==> src/design/bmp24sd_pkg.sv <==
// ----------------------------------------------------------------------------
// bmp24sd_pkg
// Types and constants shared by the 24-bit BMP stream decoder.
// ----------------------------------------------------------------------------
package bmp24sd_pkg;

	// Header constants
	localparam logic [15:0] SIGNATURE     = 16'h4D42;
	localparam logic [31:0] INFO_SIZE     = 32'd40;
	localparam logic [15:0] PLANES        = 16'd1;
	localparam logic [15:0] BIT_COUNT     = 16'd24;
	localparam logic [31:0] HEADER_BYTES  = 32'd54;
	localparam logic [31:0] LAST_HDR_POS  = 32'd53;
	localparam logic [31:0] MAX_WIDTH     = 32'd4096;
	localparam logic [31:0] MAX_HEIGHT    = 32'd4096;

	// Result queue geometry
	localparam int OUT_DEPTH = 4;
	localparam int OUT_PTR_W = $clog2(OUT_DEPTH);
	localparam int OUT_CNT_W = OUT_PTR_W + 1;

	typedef enum logic [1:0] {
		KIND_HEADER = 2'd0,
		KIND_PIXEL  = 2'd1,
		KIND_ERROR  = 2'd2
	} kind_t;

	typedef enum logic [3:0] {
		ERR_TRUNC_HEADER = 4'd0,
		ERR_SIGNATURE    = 4'd1,
		ERR_HEADER_SIZE  = 4'd2,
		ERR_PLANES       = 4'd3,
		ERR_BIT_COUNT    = 4'd4,
		ERR_COMPRESSED   = 4'd5,
		ERR_OFFSET       = 4'd6,
		ERR_DIMENSIONS   = 4'd7,
		ERR_TRUNC_PIXELS = 4'd8
	} err_t;

	typedef enum logic [4:0] {
		PH_HEADER = 5'b00001,
		PH_SKIP   = 5'b00010,
		PH_PIXEL  = 5'b00100,
		PH_PAD    = 5'b01000,
		PH_DRAIN  = 5'b10000
	} phase_t;

	typedef struct packed {
		logic [7:0] data_byte;
		logic       end_of_file;
	} in_t;

	typedef struct packed {
		kind_t       kind;
		logic [7:0]  blue;
		logic [7:0]  green;
		logic [7:0]  red;
		logic [23:0] pixel_address;
		logic [12:0] image_width;
		logic [12:0] image_height;
		err_t        error_code;
		logic        last;
	} out_t;

endpackage

==> src/design/bmp24_stream_decoder_top.sv <==
// ----------------------------------------------------------------------------
// bmp24_stream_decoder_top
// Streaming decoder for uncompressed 24-bit BMP files, one file byte per
// transaction, producing header, pixel and error transactions.
// ----------------------------------------------------------------------------
// Usage:
//   byte channel   : byte_valid / byte_stall / byte_data carry one file byte and
//                    an end-of-file flag per transaction.
//   result channel : result_valid / result_stall / result carry header-accepted,
//                    pixel (with top-row-first address) and error transactions.
//   One byte is accepted per cycle while byte_stall is low. Each byte is
//   decoded in the cycle it is accepted and its results (zero, one or two)
//   are registered into a four-entry result queue. Results leave the queue
//   one per cycle while result_stall is low. byte_stall rises while fewer
//   than two queue slots are free, so a stalled receiver backs up into the
//   byte channel after a few transactions and nothing is dropped.
//   Reset clears the queue and returns the decoder to the start of a header.
//   A byte flagged end-of-file also returns the decoder to the start of a
//   header after it is handled, so files may follow back to back.
// ----------------------------------------------------------------------------
module bmp24_stream_decoder_top (
	input  logic              clk,
	input  logic              arst_n,
	input  logic              byte_valid,
	output logic              byte_stall,
	input  bmp24sd_pkg::in_t  byte_data,
	output logic              result_valid,
	input  logic              result_stall,
	output bmp24sd_pkg::out_t result
);

	// Decoder state
	bmp24sd_pkg::phase_t phase_q, phase_d;
	logic [31:0] pos_q, pos_d;
	logic [15:0] sig_q, sig_d;
	logic [31:0] offset_q, offset_d;
	logic [31:0] info_q, info_d;
	logic [31:0] width_q, width_d;
	logic [31:0] height_q, height_d;
	logic [15:0] planes_q, planes_d;
	logic [15:0] bitcnt_q, bitcnt_d;
	logic [31:0] compr_q, compr_d;
	logic [15:0] held_q, held_d;
	logic [1:0]  bip_q, bip_d;
	logic [12:0] col_q, col_d;
	logic [12:0] rows_q, rows_d;
	logic [1:0]  pad_q, pad_d;
	logic [23:0] row_base_q, row_base_d;

	// Result queue
	bmp24sd_pkg::out_t                   fifo_q [bmp24sd_pkg::OUT_DEPTH];
	logic [bmp24sd_pkg::OUT_PTR_W-1:0]   wr_ptr_q, rd_ptr_q;
	logic [bmp24sd_pkg::OUT_CNT_W-1:0]   cnt_q;

	logic                acc, pop;
	logic [7:0]          b;
	logic                eof;
	bmp24sd_pkg::out_t   r0, r1, first_w;
	logic                r0_v, r1_v;
	logic                do_pixel;
	logic [31:0]         h_mag32;
	logic [12:0]         w13, h13;
	logic [13:0]         rows_inc, col_inc;
	logic                fin;
	logic                hdr_ok;
	bmp24sd_pkg::err_t   hdr_code;
	logic [25:0]         base_prod;
	logic [15:0]         sig_cap;

	assign acc = byte_valid && !byte_stall;
	assign pop = result_valid && !result_stall;
	assign b   = byte_data.data_byte;
	assign eof = byte_data.end_of_file;

	// Derive image dimensions from the captured fields
	assign h_mag32   = height_q[31] ? (32'd0 - height_q) : height_q;
	assign w13       = width_q[12:0];
	assign h13       = h_mag32[12:0];
	assign rows_inc  = {1'b0, rows_q} + 14'd1;
	assign col_inc   = {1'b0, col_q} + 14'd1;
	assign fin       = (rows_inc >= {1'b0, h13}) && (col_inc >= {1'b0, w13});
	assign base_prod = (h13 - 13'd1) * w13;
	assign sig_cap   = {b, sig_q[7:0]};

	// Check header fields: size, planes, bit count, compression, offset, dimensions
	always_comb begin
		hdr_ok   = 1'b0;
		hdr_code = bmp24sd_pkg::ERR_TRUNC_HEADER;
		if (info_q != bmp24sd_pkg::INFO_SIZE) begin
			hdr_code = bmp24sd_pkg::ERR_HEADER_SIZE;
		end else if (planes_q != bmp24sd_pkg::PLANES) begin
			hdr_code = bmp24sd_pkg::ERR_PLANES;
		end else if (bitcnt_q != bmp24sd_pkg::BIT_COUNT) begin
			hdr_code = bmp24sd_pkg::ERR_BIT_COUNT;
		end else if (compr_q != 32'd0) begin
			hdr_code = bmp24sd_pkg::ERR_COMPRESSED;
		end else if (offset_q < bmp24sd_pkg::HEADER_BYTES) begin
			hdr_code = bmp24sd_pkg::ERR_OFFSET;
		end else if (width_q[31] || width_q == 32'd0 || width_q > bmp24sd_pkg::MAX_WIDTH) begin
			hdr_code = bmp24sd_pkg::ERR_DIMENSIONS;
		end else if (height_q == 32'd0 || h_mag32 > bmp24sd_pkg::MAX_HEIGHT) begin
			hdr_code = bmp24sd_pkg::ERR_DIMENSIONS;
		end else begin
			hdr_ok = 1'b1;
		end
	end

	// Decode one byte: next state and up to two results
	always_comb begin
		phase_d    = phase_q;
		pos_d      = pos_q;
		sig_d      = sig_q;
		offset_d   = offset_q;
		info_d     = info_q;
		width_d    = width_q;
		height_d   = height_q;
		planes_d   = planes_q;
		bitcnt_d   = bitcnt_q;
		compr_d    = compr_q;
		held_d     = held_q;
		bip_d      = bip_q;
		col_d      = col_q;
		rows_d     = rows_q;
		pad_d      = pad_q;
		row_base_d = row_base_q;
		r0         = '0;
		r1         = '0;
		r0_v       = 1'b0;
		r1_v       = 1'b0;
		do_pixel   = 1'b0;

		unique case (phase_q)
			bmp24sd_pkg::PH_HEADER: begin
				// Capture little-endian header fields
				case (pos_q[5:0])
					6'd0:  sig_d[7:0]        = b;
					6'd1:  sig_d[15:8]       = b;
					6'd10: offset_d[7:0]     = b;
					6'd11: offset_d[15:8]    = b;
					6'd12: offset_d[23:16]   = b;
					6'd13: offset_d[31:24]   = b;
					6'd14: info_d[7:0]       = b;
					6'd15: info_d[15:8]      = b;
					6'd16: info_d[23:16]     = b;
					6'd17: info_d[31:24]     = b;
					6'd18: width_d[7:0]      = b;
					6'd19: width_d[15:8]     = b;
					6'd20: width_d[23:16]    = b;
					6'd21: width_d[31:24]    = b;
					6'd22: height_d[7:0]     = b;
					6'd23: height_d[15:8]    = b;
					6'd24: height_d[23:16]   = b;
					6'd25: height_d[31:24]   = b;
					6'd26: planes_d[7:0]     = b;
					6'd27: planes_d[15:8]    = b;
					6'd28: bitcnt_d[7:0]     = b;
					6'd29: bitcnt_d[15:8]    = b;
					6'd30: compr_d[7:0]      = b;
					6'd31: compr_d[15:8]     = b;
					6'd32: compr_d[23:16]    = b;
					6'd33: compr_d[31:24]    = b;
					default: ;
				endcase
				if (pos_q == 32'd1 && sig_cap != bmp24sd_pkg::SIGNATURE) begin
					r0_v          = 1'b1;
					r0.kind       = bmp24sd_pkg::KIND_ERROR;
					r0.error_code = bmp24sd_pkg::ERR_SIGNATURE;
					r0.last       = 1'b1;
					phase_d       = bmp24sd_pkg::PH_DRAIN;
				end else if (pos_q >= bmp24sd_pkg::LAST_HDR_POS) begin
					r0_v = 1'b1;
					if (!hdr_ok) begin
						r0.kind       = bmp24sd_pkg::KIND_ERROR;
						r0.error_code = hdr_code;
						r0.last       = 1'b1;
						phase_d       = bmp24sd_pkg::PH_DRAIN;
					end else begin
						r0.kind         = bmp24sd_pkg::KIND_HEADER;
						r0.image_width  = w13;
						r0.image_height = h13;
						phase_d         = bmp24sd_pkg::PH_SKIP;
						pos_d           = bmp24sd_pkg::HEADER_BYTES;
						row_base_d      = height_q[31] ? 24'd0 : base_prod[23:0];
					end
				end else begin
					pos_d = pos_q + 32'd1;
				end
			end
			bmp24sd_pkg::PH_SKIP: begin
				// Skip up to the pixel offset
				if (pos_q < offset_q) begin
					pos_d = pos_q + 32'd1;
				end else begin
					do_pixel = 1'b1;
				end
			end
			bmp24sd_pkg::PH_PIXEL: begin
				do_pixel = 1'b1;
			end
			bmp24sd_pkg::PH_PAD: begin
				// Drop row padding
				pad_d = pad_q - 2'd1;
				if (pad_d == 2'd0) begin
					rows_d = rows_inc[12:0];
					if (rows_inc >= {1'b0, h13}) begin
						phase_d = bmp24sd_pkg::PH_DRAIN;
					end else begin
						phase_d    = bmp24sd_pkg::PH_PIXEL;
						row_base_d = height_q[31] ? row_base_q + {11'd0, w13}
						                          : row_base_q - {11'd0, w13};
					end
				end
			end
			bmp24sd_pkg::PH_DRAIN: ;
			default: ;
		endcase

		// Gather B,G,R and emit a pixel on the third byte
		if (do_pixel) begin
			phase_d = bmp24sd_pkg::PH_PIXEL;
			case (bip_q)
				2'd0: begin
					held_d = {8'd0, b};
					bip_d  = 2'd1;
				end
				2'd1: begin
					held_d[15:8] = b;
					bip_d        = 2'd2;
				end
				default: begin
					r0_v             = 1'b1;
					r0.kind          = bmp24sd_pkg::KIND_PIXEL;
					r0.blue          = held_q[7:0];
					r0.green         = held_q[15:8];
					r0.red           = b;
					r0.pixel_address = row_base_q + {11'd0, col_q};
					r0.image_width   = w13;
					r0.image_height  = h13;
					r0.last          = fin;
					bip_d            = 2'd0;
					held_d           = 16'd0;
					if (col_inc >= {1'b0, w13}) begin
						col_d = 13'd0;
						pad_d = w13[1:0];
						if (w13[1:0] != 2'd0) begin
							phase_d = bmp24sd_pkg::PH_PAD;
						end else begin
							rows_d = rows_inc[12:0];
							if (rows_inc >= {1'b0, h13}) begin
								phase_d = bmp24sd_pkg::PH_DRAIN;
							end else begin
								row_base_d = height_q[31] ? row_base_q + {11'd0, w13}
								                          : row_base_q - {11'd0, w13};
							end
						end
					end else begin
						col_d = col_inc[12:0];
					end
				end
			endcase
		end

		// Flag an early end of file and restart for the next file
		if (eof) begin
			if (phase_d == bmp24sd_pkg::PH_HEADER) begin
				r1_v          = 1'b1;
				r1.kind       = bmp24sd_pkg::KIND_ERROR;
				r1.error_code = bmp24sd_pkg::ERR_TRUNC_HEADER;
				r1.last       = 1'b1;
			end else if (phase_d != bmp24sd_pkg::PH_DRAIN) begin
				r1_v          = 1'b1;
				r1.kind       = bmp24sd_pkg::KIND_ERROR;
				r1.error_code = bmp24sd_pkg::ERR_TRUNC_PIXELS;
				r1.last       = 1'b1;
			end
			phase_d    = bmp24sd_pkg::PH_HEADER;
			pos_d      = 32'd0;
			sig_d      = 16'd0;
			offset_d   = 32'd0;
			info_d     = 32'd0;
			width_d    = 32'd0;
			height_d   = 32'd0;
			planes_d   = 16'd0;
			bitcnt_d   = 16'd0;
			compr_d    = 32'd0;
			held_d     = 16'd0;
			bip_d      = 2'd0;
			col_d      = 13'd0;
			rows_d     = 13'd0;
			pad_d      = 2'd0;
			row_base_d = 24'd0;
		end
	end

	// Advance decoder state on each accepted byte
	always_ff @(posedge clk or negedge arst_n) begin
		if (!arst_n) begin
			phase_q    <= bmp24sd_pkg::PH_HEADER;
			pos_q      <= '0;
			sig_q      <= '0;
			offset_q   <= '0;
			info_q     <= '0;
			width_q    <= '0;
			height_q   <= '0;
			planes_q   <= '0;
			bitcnt_q   <= '0;
			compr_q    <= '0;
			held_q     <= '0;
			bip_q      <= '0;
			col_q      <= '0;
			rows_q     <= '0;
			pad_q      <= '0;
			row_base_q <= '0;
		end else if (acc) begin
			phase_q    <= phase_d;
			pos_q      <= pos_d;
			sig_q      <= sig_d;
			offset_q   <= offset_d;
			info_q     <= info_d;
			width_q    <= width_d;
			height_q   <= height_d;
			planes_q   <= planes_d;
			bitcnt_q   <= bitcnt_d;
			compr_q    <= compr_d;
			held_q     <= held_d;
			bip_q      <= bip_d;
			col_q      <= col_d;
			rows_q     <= rows_d;
			pad_q      <= pad_d;
			row_base_q <= row_base_d;
		end
	end

	// Write results into the queue, first result at the write pointer
	assign first_w = r0_v ? r0 : r1;

	always_ff @(posedge clk) begin
		if (acc && (r0_v || r1_v)) begin
			fifo_q[wr_ptr_q] <= first_w;
		end
		if (acc && r0_v && r1_v) begin
			fifo_q[wr_ptr_q + 1'b1] <= r1;
		end
	end

	// Track queue pointers and fill level
	always_ff @(posedge clk or negedge arst_n) begin
		if (!arst_n) begin
			wr_ptr_q <= '0;
			rd_ptr_q <= '0;
			cnt_q    <= '0;
		end else begin
			wr_ptr_q <= wr_ptr_q + (acc ? ({1'b0, r0_v} + {1'b0, r1_v}) : 2'd0);
			rd_ptr_q <= rd_ptr_q + {{(bmp24sd_pkg::OUT_PTR_W-1){1'b0}}, pop};
			cnt_q    <= cnt_q
			            + (acc ? ({2'b0, r0_v} + {2'b0, r1_v}) : 3'd0)
			            - {{(bmp24sd_pkg::OUT_CNT_W-1){1'b0}}, pop};
		end
	end

	// Hold off bytes while fewer than two slots are free
	assign byte_stall   = cnt_q > 3'(bmp24sd_pkg::OUT_DEPTH - 2);
	assign result_valid = cnt_q != '0;
	assign result       = fifo_q[rd_ptr_q];

endmodule
==> config.mk <==
export PLATFORM = sky130hd
export DESIGN_NAME = bmp24_stream_decoder_top
export DESIGN_NICKNAME = d
export VERILOG_FILES = /design/src/design/bmp24sd_pkg.sv /design/src/design/bmp24_stream_decoder_top.sv
export SDC_FILE = /design/constraint.sdc
export NUM_CORES = 2
export LEC_CHECK = 0
export ABC_AREA = 1
export BUFFER_PORTS_ARGS = -buffer_cell sky130_fd_sc_hd__clkbuf_2
export CORE_UTILIZATION = 64
export DETAILED_ROUTE_END_ITERATION = 10
export PLACE_DENSITY_LB_ADDON = 0.25
export SYNTH_ARGS = -nofsm -noshare
export SYNTH_HDL_FRONTEND = slang
export SYNTH_SLANG_ARGS = --single-unit
export TNS_END_PERCENT = 10
==> constraint.sdc <==
create_clock -name clk -period 10.03 [get_ports clk]
set_input_delay 2.006 -clock clk [delete_from_list [all_inputs] [get_ports clk]]
set_output_delay 2.006 -clock clk [all_outputs]
set_load 0.02 [all_outputs]
==> reports/metrics.yaml <==
clocking:
  cts_setup_buffers: 0
  hold_buffers: 0
  cts_root_buf: "clkbuf_16"
  clock_sinks: 638
  clkLatencyLatePin_ps: 640
  cts_buffer_depth: 3
  cts_tree: "built"
  ctsResizeCount: 0
  cts-htree-levels: 3
  clkTransAtPathRegs_ps: 60
  cts_inserted_buffers: 70
synth:
  syn_nets: 6299
  synth.ff_latch_count: 638
  synth_top_family_by_area: "simple AND/OR/NAND/NOR gates"
  netlist_top_cells_count: "1816 x nand2_1, 835 x inv_1, 688 x o21ai_0, 502 x nor2_1, 313 x dfrtp_1"
  synth_top_area_share_pct: 18.7
  postSynthAreaPerCell_um2: 7.02
  synth_seq_area_share_pct: 34.6
  synthMuxAreaShare_pct: 0
  yosysTopAreaCell: "dfrtp_1"
  synth_edf_count: 12
  synth_compound_area_share_pct: 13.1
  yosysMostFrequentCell: "nand2_1"
  async_flop_share_pct: 49.2
  synth_adder_area_share_pct: 12.7
  yosysWarnings: 0
  synthTopCellsByArea: "dfrtp_1 19%, nand2_1 16%, dfxtp_1 15%"
  ys.flop_type: "dfrtp_1"
  syn_inst: 5957
  yosys.area_share.simple_pct: 26.4
  ys_types: 62
  synth.cell_area_um2: 41800
  synth_xor_xnor_area_share_pct: 2.53
die:
  die-area_um2: 66400
  die_width_um: 258
  ioPinCount: 96
  die_y_um: 258
  start_util_pct: 64.9
  core_um2: 64500
  rows: 93
flow_run:
  cap_viol_max_count: 0
detailed_routing:
  routed_wl_um: 122000
  dr.pass1.iters: 7
  viasPerCell: 5.83
  wl_per_cell_um: 18.0
  drt-initial-drc-count: 4528
  vias: 39600
  drtAntennaViolNets: 0
  drc: 0
hold_path:
  hp-class: "reg2reg"
  whs_path_depth: 2
outcome:
  status: "completed"
global_routing:
  antenna_found_initial: 2
  grt_start_max_net_pins: 129
  grt_pass1_wl_um: 197000
  grt_pass1_vias: 37300
  grt_overflow: 0
  track_usage_pct: 36.8
cells_and_area:
  nets: 6232
  fill_cells: 5527
  final_layout_size_suffix_gt1_share_pct: 5.67
  area_growth_pct: 7.15
  antennaDiodeCount: 0
  fin_util_pct: 69.5
sta:
  layout_min_cycle_time_ps: 8760
  drv_slew: 0
  tightest_slew_ps: 1160
  setup_viol: 0
  finalCritPeriodShare_pct: 87.3
  fin_skew_ps: 47.6
  hold_violations: 0
  setup_tns_ps: 0
  relSlewSlack_pct: 22.5
  rsz0062_at_grt: "no"
  fmax_mhz: 114
setup_path:
  slowest_delay_ps: 780
  arrival_ps: 9210
  cp_max_fo: 20
  r2r_cells: 34
  crit_path_end_kind: "flip-flop"
  crit_type: "reg2reg"
  slowest_stage: "xor2_1"
  critPathRequiredTime_ps: 10480
  crit_path_start_kind: "flip-flop"
place:
  globalplace.congestion: 0.952
  dp_hpwl_um: 80000
  port_buffers: 95
[critical path: cells and delay by family, from the launching register on]
| family | cells | cell delay [ps] |
|---|---|---|
| compound gates | 8 | 1380 |
| xor+xnor | 2 | 1000 |
| flops | 1 | 370 |
| fa+ha+maj | 7 | 3160 |
| buf+inv | 6 | 1040 |
| simple gates | 11 | 1620 |
[worst paths after layout]
path	startpoint	to	slack (ps)
max in group asynchronous	arst_n	height_q[16]	6470
hold / removal	sig_q[0]	sig_q[0]	480
min in group asynchronous	arst_n	held_q[15]	1490
setup reg to reg	height_q[31]	row_base_q[16]	1270
setup / recovery	height_q[31]	row_base_q[16]	1270
hold reg to reg	sig_q[0]	sig_q[0]	480
[metal layers]
layer	wire (µm)	track usage (%)	up-vias	share of wire (%)
met1	50700	51.1	18700	42
met2	55300	58.3	1961	45
met3	12300	6.13	310	10
met5	0	0	-	0
met4	3830	13.0	0	3.1
li1	-	-	18700	-
[sequential cells by signal, indices dropped and copies added, names as in the netlist, 13 cells and up]
signal      flops
info_q         32
col_q          13
planes_q       16
pos_q          32
compr_q        32
bitcnt_q       16
offset_q       32
rows_q         13
width_q        32
row_base_q     24
held_q         16
height_q       32
fifo_q        324
[cell type report]
class                   instances  area, µm²  share of cell area, %
flip-flops and latches        638      14500                   32.3
inverters                     851       3200                   7.14
well taps                     855       1070                   2.39
repair buffers                134        778                   1.74
clock inverters                25        294                  0.656
multi-input cells            4195      23000                   51.2
clock buffers                  99       2050                   4.58
[placed cells by master (no fill, tap or decap), types with 94 or more instances in the layout]
| cell type | Yosys | final |
|---|---|---|
| clkbuf_2 | 0 | 94 |
| o21ai_0 | 688 | 688 |
| dfxtp_1 | 312 | 312 |
| inv_1 | 835 | 830 |
| nor2_1 | 502 | 500 |
| nand2_1 | 1816 | 1812 |
| ha_1 | 171 | 171 |
| nand3_1 | 133 | 133 |
| a21oi_1 | 114 | 113 |
| fa_1 | 158 | 158 |
| dfrtp_1 | 313 | 311 |
| o22ai_1 | 114 | 114 |
[cells by family (layout without fill, tap and decap cells)]
logic type                 after synthesis  after routing
DFF                                    638            638
and+or+nand+nor                       2715           2715
AOI/OAI and AO/OA                     1032           1032
xor gates and xnor gates               119            119
buffers and inverters                 1124           1109
adders and majority gates              329            329
[per-stage QoR]
step / instance area (µm²) / setup slack [ps] / instances / hold WS, ps
floorplan: 41800 / 2600 / 5957 / 444
global placement: 42500 / 1700 / 6673 / 459
detailed placement: 42500 / 1470 / 6673 / 465
CTS: 44800 / 1450 / 6797 / 480
global route: 44800 / 701 / 6797 / 506
finish: 44800 / 1270 / 6797 / 479
Power is not shown: default switching activity piles up to over one toggle a cycle in this logic, so the estimate is an artifact.
